## config.mk

```make
export PLATFORM = sky130hd
export DESIGN_NAME = ffpt_div
export DESIGN_NICKNAME = d
export VERILOG_FILES = /design/src/hdl/ffpt_pkg.sv /design/src/hdl/ffpt_div.sv
export SDC_FILE = /design/constraint.sdc
export NUM_CORES = 1
export LEC_CHECK = 0
export CAP_MARGIN = 5
export CORE_UTILIZATION = 55
export DETAILED_ROUTE_END_ITERATION = 12
export DONT_BUFFER_PORTS = 1
export PLACE_DENSITY_LB_ADDON = 0.12
export SYNTH_ARGS = -nofsm -noshare
export SYNTH_HDL_FRONTEND = slang
export SYNTH_SLANG_ARGS = --single-unit
```

## constraint.sdc

```tcl
create_clock -name clk -period 17.36 [get_ports clk]
set_clock_uncertainty 0.05 [all_clocks]
set_input_delay 3.472 -clock clk [delete_from_list [all_inputs] [get_ports clk]]
set_output_delay 3.472 -clock clk [all_outputs]
set_load 0.02 [all_outputs]
```

## src/hdl/ffpt_pkg.sv

```systemverilog
// Shared types, codes and helpers of the force-field PI torque controller.
// No dependencies; used by every module, and its types fill the channel interface.
package ffpt_pkg;

  // item kinds
  typedef enum logic [1:0] {
    KIND_START_POSE  = 2'd0,
    KIND_START_JOINT = 2'd1,
    KIND_CYCLE_POSE  = 2'd2,
    KIND_CYCLE_JOINT = 2'd3
  } kind_t;

  // configuration register indexes
  typedef enum logic [2:0] {
    REG_FIELD_GAIN        = 3'd0,
    REG_TORQUE_STEP_LIMIT = 3'd1,
    REG_SMOOTHING_GAIN    = 3'd2,
    REG_TARGET_MASS       = 3'd3,
    REG_TARGET_PROP_GAIN  = 3'd4,
    REG_TARGET_INTEG_GAIN = 3'd5,
    REG_ASSIST_WEIGHT     = 3'd6
  } reg_index_t;

  typedef struct packed {
    logic [1:0]         kind;
    logic [2:0]         joint;
    logic signed [31:0] value_a;
    logic signed [31:0] value_b;
    logic signed [31:0] value_c;
    logic signed [31:0] value_d;
    logic signed [31:0] value_e;
    logic signed [31:0] value_f;
  } in_item_t;

  typedef struct packed {
    logic [2:0]         out_joint;
    logic signed [31:0] torque_command;
  } out_item_t;

  typedef struct packed {
    logic [2:0]  reg_index;
    logic [31:0] wdata;
  } cfg_word_t;

  // sequencer states
  typedef enum logic [3:0] {
    ST_IDLE,
    ST_DIV_START,
    ST_DIV_WAIT,
    ST_JOINT_PRE,
    ST_MUL,
    ST_ACC,
    ST_WB,
    ST_RESULT,
    ST_POSE_END
  } state_t;

  // multiplier operand selects
  typedef enum logic [3:0] {
    X_K, X_T, X_MASS, X_AW, X_A, X_B, X_C, X_PER, X_KP, X_KI, X_TMASS, X_TKP, X_TKI
  } xsel_t;

  typedef enum logic [3:0] {
    Y_V0, Y_V1, Y_V2, Y_C30, Y_C40, Y_NQG, Y_QG, Y_F0, Y_F1, Y_F2, Y_ERR, Y_INT, Y_G, Y_OMG
  } ysel_t;

  // accumulator start value
  typedef enum logic [1:0] {
    INIT_KEEP, INIT_ZERO, INIT_INT, INIT_TAUD
  } init_t;

  // write-back destinations
  typedef enum logic [3:0] {
    DST_NONE, DST_T, DST_F0, DST_F1, DST_F2, DST_TAUD, DST_INT, DST_CMD,
    DST_SMASS, DST_SKP, DST_SKI
  } dest_t;

  // what follows a write-back
  typedef enum logic [1:0] {
    FIN_NO, FIN_POSE, FIN_RESULT, FIN_DONE
  } fin_t;

  typedef struct packed {
    xsel_t      x_sel;
    ysel_t      y_sel;
    init_t      init;
    logic       neg;
    dest_t      dest;
    fin_t       fin;
  } uop_t;

  // saturate a wide signed value to 32 bits
  function automatic logic signed [31:0] sat32(input logic signed [65:0] v);
    logic signed [65:0] hi;
    logic signed [65:0] lo;
    hi = 66'sd2147483647;
    lo = -66'sd2147483648;
    if (v > hi) return 32'sh7fffffff;
    if (v < lo) return 32'sh80000000;
    return v[31:0];
  endfunction

  // microprogram of the multiply-accumulate sequencer
  function automatic uop_t ffpt_uop(input logic is_joint, input logic [3:0] step);
    uop_t u;
    u = '{X_K, Y_V0, INIT_ZERO, 1'b0, DST_NONE, FIN_DONE};
    if (!is_joint) begin
      case (step)
        4'd0:    u = '{X_K,    Y_V2,  INIT_ZERO, 1'b0, DST_NONE, FIN_NO};
        4'd1:    u = '{X_K,    Y_V1,  INIT_KEEP, 1'b1, DST_T,    FIN_NO};
        4'd2:    u = '{X_T,    Y_C30, INIT_ZERO, 1'b0, DST_F0,   FIN_NO};
        4'd3:    u = '{X_K,    Y_V0,  INIT_ZERO, 1'b0, DST_NONE, FIN_NO};
        4'd4:    u = '{X_K,    Y_V2,  INIT_KEEP, 1'b1, DST_T,    FIN_NO};
        4'd5:    u = '{X_T,    Y_C40, INIT_ZERO, 1'b0, DST_F1,   FIN_NO};
        4'd6:    u = '{X_K,    Y_V1,  INIT_ZERO, 1'b0, DST_NONE, FIN_NO};
        4'd7:    u = '{X_K,    Y_V0,  INIT_KEEP, 1'b1, DST_T,    FIN_NO};
        4'd8:    u = '{X_T,    Y_C40, INIT_ZERO, 1'b0, DST_NONE, FIN_NO};
        4'd9:    u = '{X_MASS, Y_NQG, INIT_KEEP, 1'b0, DST_NONE, FIN_NO};
        4'd10:   u = '{X_AW,   Y_QG,  INIT_KEEP, 1'b0, DST_F2,   FIN_POSE};
        default: u = '{X_K,    Y_V0,  INIT_ZERO, 1'b0, DST_NONE, FIN_DONE};
      endcase
    end else begin
      case (step)
        4'd0:    u = '{X_A,     Y_F0,  INIT_ZERO, 1'b0, DST_NONE,  FIN_NO};
        4'd1:    u = '{X_B,     Y_F1,  INIT_KEEP, 1'b0, DST_NONE,  FIN_NO};
        4'd2:    u = '{X_C,     Y_F2,  INIT_KEEP, 1'b0, DST_TAUD,  FIN_NO};
        4'd3:    u = '{X_PER,   Y_ERR, INIT_INT,  1'b0, DST_INT,   FIN_NO};
        4'd4:    u = '{X_KP,    Y_ERR, INIT_TAUD, 1'b0, DST_NONE,  FIN_NO};
        4'd5:    u = '{X_KI,    Y_INT, INIT_KEEP, 1'b0, DST_CMD,   FIN_RESULT};
        4'd6:    u = '{X_TMASS, Y_G,   INIT_ZERO, 1'b0, DST_NONE,  FIN_NO};
        4'd7:    u = '{X_MASS,  Y_OMG, INIT_KEEP, 1'b0, DST_SMASS, FIN_NO};
        4'd8:    u = '{X_TKP,   Y_G,   INIT_ZERO, 1'b0, DST_NONE,  FIN_NO};
        4'd9:    u = '{X_KP,    Y_OMG, INIT_KEEP, 1'b0, DST_SKP,   FIN_NO};
        4'd10:   u = '{X_TKI,   Y_G,   INIT_ZERO, 1'b0, DST_NONE,  FIN_NO};
        4'd11:   u = '{X_KI,    Y_OMG, INIT_KEEP, 1'b0, DST_SKI,   FIN_DONE};
        default: u = '{X_K,     Y_V0,  INIT_ZERO, 1'b0, DST_NONE,  FIN_DONE};
      endcase
    end
    return u;
  endfunction

endpackage

```

## src/hdl/ffpt_div.sv

```systemverilog
// Restoring signed divider, one quotient bit per cycle, saturated to 32 bits.
// Depends on ffpt_pkg for sat32.
module ffpt_div import ffpt_pkg::*; #(
  parameter int NW = 49
) (
  input  logic                 clk,
  input  logic                 rst,
  input  logic                 start,
  input  logic signed [NW-1:0] num,
  input  logic signed [31:0]   den,
  output logic                 busy,
  output logic                 done,
  output logic signed [31:0]   quot
);

  localparam int CW = $clog2(NW + 1);

  logic [CW-1:0]      cnt;
  logic [31:0]        rem;
  logic [NW-1:0]      dvd;
  logic [31:0]        dmag;
  logic               neg;
  logic [32:0]        rsh;
  logic               qbit;
  logic signed [NW:0] qs;

  // trial subtract of the shifted remainder
  always_comb begin
    rsh  = {rem, dvd[NW-1]};
    qbit = (rsh >= {1'b0, dmag});
    qs   = neg ? -$signed({1'b0, dvd}) : $signed({1'b0, dvd});
  end

  always_ff @(posedge clk) begin
    if (rst) begin
      busy <= 1'b0;
      done <= 1'b0;
      cnt  <= '0;
    end else begin
      done <= 1'b0;
      if (start) begin
        busy <= 1'b1;
        cnt  <= CW'(NW);
        rem  <= '0;
        dvd  <= num[NW-1] ? NW'(-num) : NW'(num);
        dmag <= den[31] ? 32'(-den) : 32'(den);
        neg  <= num[NW-1] ^ den[31];
      end else if (busy) begin
        if (cnt != '0) begin
          rem <= qbit ? 32'(rsh - {1'b0, dmag}) : rsh[31:0];
          dvd <= {dvd[NW-2:0], qbit};
          cnt <= cnt - 1'b1;
        end else begin
          quot <= sat32(66'(qs));
          busy <= 1'b0;
          done <= 1'b1;
        end
      end
    end
  end

endmodule

```

==> Yosys cells after proc, flatten, opt, wreduce, memory -nomap -nowiden <==
Cells that the tools add are included.
{ "word_totals": {"ramBits": 0, "latchBits": 0, "word_cells": 64, "regBits": 154, "output_inout_bits": 34, "in_bits": 84, "memories": 0, "mem_bits_ro": 0} }
{ "op_classes": {"n_addsub": 5, "div": 0, "n_mul": 0, "n_bitwise": 5, "mux": 31, "shift": 0, "n_eq_ne": 0, "n_lt_le_gt_ge": 3, "reduce_logical": 10} }
{ "ops": {"columns": ["op", "count"], "rows": [
  ["2-to-1 mux 32 bit", 7],
  ["2-to-1 mux 49 bit", 4],
  ["> comparator 50 x 32 -> 1 bit (second input constant)", 1],
  ["less-than comparator 50 x 32 -> 1 bit (second input constant)", 1],
  ["2-to-1 mux 50 bit", 1],
  ["negator 49 -> 50 bit", 1],
  ["negator 49 bit", 1],
  [">= comparator 33 x 32 -> 1 bit", 1],
  ["negator 32 bit", 1],
  ["subtractor 32 bit", 1],
  ["2-to-1 mux 31 bit", 1],
  ["2-to-1 mux 6 bit", 3],
  ["2-to-1 mux 1 bit", 15],
  ["AND reduction 2 bit", 3],
  ["nonzero test 6 bit", 1],
  ["subtractor 6 x 1 -> 6 bit (second input constant)", 1],
  ["NOT 1 bit", 4],
  ["AND reduction 4 bit", 1],
  ["nonzero test 2 bit", 2],
  ["AND reduction 3 bit", 1],
  ["OR reduction 3 bit", 1],
  ["OR reduction 2 bit", 1],
  ["bitwise XOR 1 bit", 1]
]} }

==> Longest topological paths before layout <==
Gate-level depths: netlist (run 1).
{ "logic_depth": {"word_depth": 15, "mapped_depth": 12, "ltp_nobuf": 11} }

==> Worst setup path after synthesis (run 1) <==
No wires, ideal clock.
{ "synth_timing": {"kind": "input to register", "startpoint": "input start", "endpoint": "register dvd[0], enable pin", "path_buffers": 2, "required_ns": 16.763, "cell_stages": 4, "arrival_ns": 7.991, "slack_ns": 8.772, "setup_ns": 0.547, "path_cell_list": "clkbuf_1 -> clkbuf_1 -> inv_1 -> a21oi_1"} }
{ "synth_via": {"elab_chain_cells": 2, "elab_cells_between_ends": 3, "classes_between": "reduce/logical: 3"} }
{ "synth_rtl": {"columns": ["item", "line_no", "rtl"], "rows": [
  ["start: declaration", "ffpt_div.sv:8", "input logic start,"],
  ["nonzero test 2 bit (no line)", null, null],
  ["AND reduction 3 bit (no line) *", null, null],
  ["end signal: assignment", "ffpt_div.sv:45", "dvd <= num[NW-1] ? NW'(-num) : NW'(num);"],
  ["end signal: assignment", "ffpt_div.sv:51", "dvd <= {dvd[NW-2:0], qbit};"],
  ["end: declaration", "ffpt_div.sv:20", "logic [NW-1:0] dvd;"]
]} }
Mark *: on every way between the ends. The rest lies on a longest branch, timed or not.
A chain may end at the register's enable or synchronous reset.

==> Worst setup path in the final report (run 1) <==
{ "layout_timing": {"startpoint": "input num[9]", "endpoint": "register dvd[40] (data pin)"} }
{ "layout_via": {"elab_chain_cells": 3} }
{ "layout_rtl": {"columns": ["item", "line_no", "rtl"], "rows": [
  ["start: declaration", "ffpt_div.sv:9", "input logic signed [NW-1:0] num,"],
  ["negator 49 bit", "ffpt_div.sv:45", null],
  ["2-to-1 mux 49 bit", "ffpt_div.sv:45", null],
  ["2-to-1 mux 49 bit", "ffpt_div.sv:41", "if (start) begin"]
]} }
No other way between the ends.

==> reports/results.ini, run 1 <==
[synth]
synth_nets = 1348
ys_warn_count = 0
post-synth-top-area-fraction_pct = 38.52
async_flop_share_pct = 0
syn_avg_cell_area_sq_um = 9.275
synthTopCellsByArea = edfxtp_1 39%, xor2_1 5.7%, xnor2_1 4.5%
synthFlopType = edfxtp_1
ys_seq_elements = 154
synth_edf_count = 146
netlist-cell-type-count = 70
synth_top_cell_by_area = edfxtp_1
synthTopCellsByCount = 146 x edfxtp_1, 118 x nor2_1, 99 x a21oi_1
syn_inst = 1227
seq_area_frac_synth_pct = 39.93
synth_most_common_cell = edfxtp_1
synth_area_sq_um = 11380

[cells_and_area]
drive_above_1_share_pct = 5.342
antenna_cells = 0
fillerInstances = 1739
area_growth_pct = 6.376
final_nets = 1306

[detailed_routing]
via_per_inst = 6.366
drc = 0
dr.pass1.iters = 5
wire_per_inst_um = 18.25
routed_wl_mm = 26.79
drtAntennaViolNets = 0
vias = 9345
first_iter_violations = 732

[clock_network]
cts_buffer_depth = 2
cts_buffers = 17
path_clk_slew_ns = 0.07
clock_sinks = 154
postCtsSetupBuffers = 0
cts-root-buf = clkbuf_16
clk-insertion-delay-late_ns = 0.43
cts_tree = yes
ctsHoldBuffers = 0
htreeDepth = 4
post_cts_resized = 0

[setup_path]
end_kind = flop
r2r_cells = 9
cp.required_ns = 17.49
cp-start-kind = primary input
worst-path-stages = 8
cp_max_fo = 6
cpMaxStageDelayCell = or4_1
cpMostUsedCell = or4_1
path_buf_inv = 0
cp_slowest_stage_delay_ns = 0.58
cp_top_family = simple AND/OR/NAND/NOR gates
path_class = in -> reg
cp.arrival_ns = 6.72
crit_path_cell_trace = or4_1 > nor4_1 > nand4_1 > or4_1 > or4_1 > o31ai_1 > xor2_1 > a21oi_1

[floorplanning]
start_util_pct = 56.25
core_sq_um = 20230
dieArea_sq_um = 21270
die-height_um = 145.9
io_pins = 118
rows = 52
die_x_um = 145.9

[global_routing]
antenna_found_initial = 0
grt_pass1_vias = 8877
overflow = 0
grt_first_pass_wirelength_mm = 43.84
grt_max_degree = 134
track_usage_pct = 25.40

[sta]
grt_setup_unrepaired = false
hold_viol_final = 0
fin_crit_sh_pct = 37.95
period_needed_ns = 6.588
relSlewSlack_pct = 19.20
max_freq_mhz = 151.8
timing_worst_slew_pin_value_ns = 1.196
setup_viol = 0
worst_slack_ns = 10.77
tns_ns = 0
final_max_slew_viol_count = 0

[power]
p_leak_nw = 4.171
ir_drop_v = 0.00006755
p_per_area_nw_per_um2 = 88.90

[place]
dp_slack_ns = 10.34
port_buffers = 0
hpwl_mm = 19.50
gp_congestion = 0.9376

[run]
maxCapViolCount = 0

[min_path]
hold_depth = 2
worst_hold_path_type = reg -> reg

[outcome]
status = complete, no violations

[worst min-delay path: stages (launching register included)]
cell	delay, ns
dfxtp_1	0.33
a21oi_1	0.12
nor3_1	0.05
[per-stage QoR]
step	cell area, sq um	total power, mW	cells	utilization (%)	hold WS, ns
after floorplan	11380	0.6742	1227	-	0.4542
after global routing	12110	1.130	1468	59.83	0.5155
after CTS	12110	1.081	1468	59.83	0.4872
final	12110	1.076	1468	59.83	0.4823
after global placement	11540	0.7165	1436	57.03	0.4733
after detailed placement	11540	0.7207	1436	57.03	0.4735
[metal layers]
metal | up-vias | track usage [%] | share of wire [%]
met5 | - | 0 | 0
li1 | 4567 | - | -
met3 | 51 | 3.762 | 4.5
met1 | 4413 | 33.31 | 45
met2 | 314 | 42.22 | 48
met4 | 0 | 10.16 | 2.6
[registers in the layout (all words and copies together) (netlist names)]
signal	count
busy	1
dmag	32
quot	32
done	1
cnt	6
rem	32
neg	1
dvd	49
[cell families (layout without fill, tap and decap cells)]
group | count (synthesis) | after routing | synth area share (%)
AO/OA/AOI/OAI | 332 | 332 | 19.38
XOR/XNOR | 132 | 132 | 10.16
adder cells (fa/ha/maj) | 37 | 37 | 4.134
buffers and inverters | 134 | 105 | 4.639
flip-flops | 154 | 154 | 39.93
multiplexers | 23 | 23 | 2.067
AND/OR/NAND/NOR | 415 | 415 | 19.69
[report_power, final]
part	total [mW]	internal (mW)	switching, mW
logic	0.249	0.103	0.146
clock network	0.359	0.200	0.159
registers	0.468	0.444	0.0241
[cells in the final DEF, fill, tap and decap left out, types with 32 or more instances in the layout]
cell type	synthesis	layout
edfxtp_1	146	146
nor2_1	118	117
a21oi_1	99	98
xor2_1	74	74
nand2_1	73	73
o21ai_0	66	66
inv_1	59	59
xnor2_1	58	58
ha_1	36	36
o31ai_1	34	34
nand3_1	32	32
[final timing paths]
kind | from | to | slack, ns
max | num[9] | dvd[40] | 10.77
min | cnt[1] | cnt[1] | 0.48
min reg2reg | cnt[1] | cnt[1] | 0.48
max reg2reg | dvd[5] | quot[2] | 12.84
[layout make-up]
type	instances	area, sq um	share of cell area, %
multi-input cells	939	6335	52.33
flip-flops and latches	154	4544	37.54
clock buffers	17	425.4	3.514
well taps	270	337.8	2.790
inverters	60	225.2	1.860
clock inverters	15	141.4	1.168
repair buffers	13	97.59	0.8061
(Power assumes the default switching activity.)
==> run 2, diff against run 1 <==
==> constraint.sdc (replaced) <==
create_clock -name clk -period 6.9 [get_ports clk]
set_clock_uncertainty 0.05 [all_clocks]
set_input_delay 1.38 -clock clk [delete_from_list [all_inputs] [get_ports clk]]
set_output_delay 1.38 -clock clk [all_outputs]
set_load 0.02 [all_outputs]
==> reports/results.ini, run 2 (same netlist as run 1, synthesis figures left out) <==
[cells_and_area]
layout_common_cells = 146 x edfxtp_1, 117 x nor2_1, 98 x a21oi_1
stdcell_count = 1468  ; unchanged
largest_reg_flops = 49  ; unchanged
area_growth_pct = 6.761
final_nets = 1306  ; unchanged
final_common_cell = edfxtp_1
top_register = dvd
final_cell_area_sq_um = 12150  ; +0.36%
drive_above_1_share_pct = 5.342  ; unchanged
antenna_cells = 0  ; unchanged

[setup_path]
startpoint = dvd[5]
reg2reg_from = dvd[5]
cp.arrival_ns = 4.60  ; -2.12 ns
path_class = reg -> reg
cpMaxStageDelayCell = nor4_1
cp.required_ns = 6.97  ; -10.52 ns
cpMostUsedCell = or4_1
crit_path_cell_trace = or4_1 > nor4_1 > nand3_1 > or4_1 > a211oi_1 > o2111ai_1 > o41ai_4 > buf_4 > o221ai_1
r2r_cells = 9  ; unchanged
cp-endpoint = quot[2]
end_kind = flop
cp_slowest_stage_delay_ns = 0.76  ; +0.18 ns
cp_max_fo = 31  ; +25
r2r_end = quot[2]
cp-start-kind = flop
r2r_slack_ns = 2.38  ; -10.46 ns

[global_routing]
grt_max_degree = 134  ; unchanged
overflow = 0  ; unchanged
antenna_found_initial = 0  ; unchanged
track_usage_pct = 25.69  ; +0.28 points
grt_first_pass_wirelength_mm = 44.16  ; +0.74%
grt_pass1_vias = 8892  ; +0.17%

[floorplanning]
die-height_um = 145.9  ; unchanged
die_x_um = 145.9  ; unchanged
dieArea_sq_um = 21270  ; unchanged
rows = 52  ; unchanged
start_util_pct = 56.25  ; unchanged
io_pins = 118  ; unchanged
core_sq_um = 20230  ; unchanged

[place]
post-place-cells = 1436  ; unchanged
gp_congestion = 0.9117  ; -2.8%
hpwl_mm = 19.44  ; -0.28%
dpl-instance-area_sq_um = 11540  ; unchanged
port_buffers = 0  ; unchanged

[sta]
hold_viol_final = 0  ; unchanged
tns_ns = 0  ; unchanged
final_max_slew_viol_count = 0  ; unchanged
max_freq_mhz = 221.0
setup_viol = 0  ; unchanged
timing_worst_slew_pin_value_ns = 1.136  ; -0.06078 ns
fin_crit_sh_pct = 65.58
period_needed_ns = 4.525
grt_setup_unrepaired = false
relSlewSlack_pct = 23.30  ; +4.1 points

[detailed_routing]
drtAntennaViolNets = 0  ; unchanged
routed_wl_mm = 26.96  ; +0.63%
wire_per_inst_um = 18.36  ; +0.63%
first_iter_violations = 677  ; -7.5%
dr.pass1.iters = 5  ; unchanged
drc = 0  ; unchanged
via_per_inst = 6.367  ; about the same
vias = 9347  ; +0.021%

[clock_network]
ctsHoldBuffers = 0  ; unchanged
cts_buffer_depth = 2  ; unchanged
htreeDepth = 4  ; unchanged
cts-root-buf = clkbuf_16
cts_tree = yes
postCtsSetupBuffers = 0  ; unchanged
path_clk_slew_ns = 0.06  ; about the same
cts_buffers = 17  ; unchanged
clock_sinks = 154  ; unchanged
clk-insertion-delay-late_ns = 0.44  ; about the same
post_cts_resized = 0  ; unchanged

[power]
p_leak_nw = 4.187  ; +0.38%
ir_drop_v = 0.0001696  ; +150%
p_seq_share_pct = 42.3  ; -1.2 points
p_per_area_nw_per_um2 = 229.0  ; +160%
clkPwrFrac_pct = 35.1  ; +1.7 points
switching_power_mw = 0.8237  ; +150%
p_int_mw = 1.959  ; +160%
swShare_pct = 29.60  ; -0.96 points
p_comb_share_pct = 22.6  ; -0.6 points

[min_path]
min-delay-start = cnt[1]
worst_hold_path_type = reg -> reg

[run]
maxCapViolCount = 0  ; unchanged

[outcome]
status = complete, no violations

run 2: changes by cell type in the layout (fill, tap and decap cells not counted):
cell,delta
clkinvlp_4,+1
clkbuf_1,+1
clkinv_4,-1
inv_8,-1
clkbuf_8,+1
bufinv_16,+2
clkinv_1,-1
inv_6,-2
run 2: layer usage:
layer | track usage [%] | vias up | part of all wire, % | routed length [um]
met5 | 0 | - | 0 | 0
met4 | 11.95 | 0 | 3.4 | 909
met3 | 3.918 | 57 | 4.5 | 1219
met2 | 42.01 | 334 | 47 | 12750
met1 | 33.54 | 4389 | 45 | 12080
li1 | - | 4567 | - | -
run 2: power by group through the flow:
stage               Sequential, mW  Combinational, mW  Clock (mW)
CTS                           1.18              0.625       0.994
global placement              1.19              0.608           0
floorplan                     1.18              0.521           0
detailed placement            1.20              0.618           0
global route                  1.19              0.699        1.03
finish                        1.18              0.628       0.977
run 2: area by class of cell:
cell class	instances	area, sq um
well taps	270	337.8
clock buffers	19	442.9
clock inverters	13	167.7
repair buffers	13	97.59
flip-flops and latches	154	4544
inverters	60	225.2
multi-input cells	939	6335
fillers	1776	8084
run 2: critical path, delay by kind of cell, from the launching register on:
kind | cells | cell delay (ns)
and+or+nand+nor | 4 | 2.27
AOI/OAI and AO/OA | 4 | 1.11
DFF | 1 | 0.44
buffers and inverters | 1 | 0.34
run 2: worst min path at each step:
stage	to	slack (ns)	depth (start not counted)
detailed placement	cnt[1]	0.48	2
global route	cnt[5]	0.53	2
finish	cnt[1]	0.49	2
global placement	cnt[1]	0.47	2
floorplan	cnt[1]	0.45	2
CTS	cnt[1]	0.49	2
run 2: per-stage QoR:
stage	total power, mW	setup slack [ns]	utilization [%]	hold slack [ns]
3_5_place_dp	1.813	1.953	57.03	0.4779
2_1_floorplan	1.696	0.4035	-	0.4542
4_1_cts	2.795	2.407	60.05	0.4911
6_report	2.782	2.375	60.05	0.4896
3_3_place_gp	1.802	2.028	57.03	0.4740
5_1_grt	2.912	2.166	60.05	0.5310
==> run 3, diff against run 2 <==
==> constraint.sdc (replaced) <==
create_clock -name clk -period 4.15 [get_ports clk]
set_clock_uncertainty 0.05 [all_clocks]
set_input_delay 0.83 -clock clk [delete_from_list [all_inputs] [get_ports clk]]
set_output_delay 0.83 -clock clk [all_outputs]
set_load 0.02 [all_outputs]
==> reports/results.ini, run 3 (same netlist as run 1, synthesis figures left out) <==
[outcome]
status = complete, no violations

[detailed_routing]
vias = 9434  ; +0.93%
wire_per_inst_um = 18.44  ; +0.44%
drtAntennaViolNets = 0  ; unchanged
routed_wl_mm = 27.41  ; +1.7%
drc = 0  ; unchanged
dr.pass1.iters = 5  ; unchanged
first_iter_violations = 762  ; +13%
via_per_inst = 6.349  ; -0.29%

[clock_network]
cts_tree = yes
htreeDepth = 4  ; unchanged
path_clk_slew_ns = 0.07  ; about the same
clock_sinks = 154  ; unchanged
cts-root-buf = clkbuf_16
cts_buffer_depth = 2  ; unchanged
post_cts_resized = 0  ; unchanged
ctsHoldBuffers = 0  ; unchanged
postCtsSetupBuffers = 0  ; unchanged
clk-insertion-delay-late_ns = 0.43  ; about the same
cts_buffers = 17  ; unchanged

[run]
maxCapViolCount = 0  ; unchanged

[sta]
grt_setup_unrepaired = false
period_needed_ns = 3.937  ; -0.5878 ns
timing_worst_slew_pin_value_ns = 0.6603  ; -0.4753 ns
max_freq_mhz = 254.0  ; +15%
hold_viol_final = 0  ; unchanged
setup_viol = 0  ; unchanged
fin_crit_sh_pct = 94.87  ; +29 points
final_max_slew_viol_count = 0  ; unchanged
tns_ns = 0  ; unchanged
relSlewSlack_pct = 55.68  ; +32 points
holdWs_ns = 0.4152  ; -0.07440 ns

[floorplanning]
dieArea_sq_um = 21270  ; unchanged
start_util_pct = 56.25  ; unchanged
rows = 52  ; unchanged
core_sq_um = 20230  ; unchanged
die_x_um = 145.9  ; unchanged
die-height_um = 145.9  ; unchanged
io_pins = 118  ; unchanged

[place]
port_buffers = 0  ; unchanged
hpwl_mm = 19.90  ; +2.4%
gp_congestion = 0.9529  ; +4.5%

[setup_path]
end_kind = flop
reg2reg_from = dvd[5]
cp-start-kind = flop
path_class = reg -> reg
r2r_slack_ns = 0.21  ; -2.16 ns
cp.arrival_ns = 4.03  ; -0.57 ns
startpoint = dvd[5]
cp_max_fo = 31  ; unchanged
cp.required_ns = 4.25  ; -2.72 ns

[global_routing]
track_usage_pct = 26.01  ; +0.32 points
grt_first_pass_wirelength_mm = 44.61  ; +1.0%
overflow = 0  ; unchanged
antenna_found_initial = 0  ; unchanged
grt_max_degree = 134  ; unchanged
grt_pass1_vias = 8901  ; +0.10%

[cells_and_area]
top_register = dvd
largest_reg_flops = 49  ; unchanged
final_nets = 1324  ; +1.4%
antenna_cells = 0  ; unchanged
layout_common_cells = 146 x edfxtp_1, 117 x nor2_1, 98 x a21oi_1
final_common_cell = edfxtp_1
fin_util_pct = 60.80  ; +0.75 points
regArea_sq_um = 4544  ; unchanged
multi_input_area_sq_um = 6347  ; +0.20%
drive_above_1_share_pct = 6.908  ; +1.6 points
area_growth_pct = 8.091
fillerInstances = 1749  ; -1.5%

[power]
ir_drop_v = 0.0002687  ; +58%
p_leak_nw = 4.279  ; +2.2%
p_total_mw = 4.582  ; +65%
p_per_area_nw_per_um2 = 372.5  ; +63%

[min_path]
min-delay-start = rst
worst_hold_path_type = in -> reg

[run 3: cell types whose count changed in the layout (fill, tap and decap cells not counted), moves of 2 or more]
cell       delta
inv_6         +4
buf_12        +3
buf_4        +15
bufinv_16     -2
inv_8         +2
[run 3: cell type report]
cell class	count	area share (%)
clock inverters	15	1.231
inverters	60	1.831
flip-flops and latches	154	36.94
well taps	270	2.746
repair buffers	31	2.197
multi-input cells	939	51.60
clock buffers	17	3.458
[run 3: final timing paths]
| path | endpoint | cells past startpoint |
|---|---|---|
| worst max-delay path | quot[29] | 9 |
| worst min-delay path | cnt[0] | 1 |
| worst max register to register | quot[29] | 9 |
| worst min register to register | cnt[1] | 2 |
[run 3: where the power goes]
part	switching, mW	internal [mW]	leakage (nW)
sequential	0.0967	1.86	1.43
combinational	0.625	0.453	2.57
clock	0.705	0.847	0.279
total	1.43	3.16	4.28
[run 3: worst max-delay path: stages, from the launching register on]
cell,delay (ns)
edfxtp_1,0.45
or4_4,0.58
or3_1,0.41
o41a_1,0.41
a2111o_1,0.42
a2111oi_2,0.34
o2111ai_1,0.22
o41ai_4,0.42
buf_12,0.22
o221ai_1,0.14
[run 3: metal layers]
metal | vias up | global-route usage, % | wire (um)
li1 | 4616 | - | -
met1 | 4445 | 34.23 | 12200
met2 | 319 | 42.97 | 13160
met3 | 54 | 4.545 | 1296
met4 | 0 | 9.474 | 745
met5 | - | 0 | 0
[run 3: per-stage QoR]
| stage | instances | setup slack, ns | instance area [sq um] |
|---|---|---|---|
| floorplan | 1227 | 0.3132 | 11400 |
| global placement | 1454 | 0.1666 | 11720 |
| detailed placement | 1454 | 0.1182 | 11720 |
| CTS | 1486 | 0.1328 | 12300 |
| global route | 1486 | 0.05948 | 12300 |
| finish | 1486 | 0.2130 | 12300 |
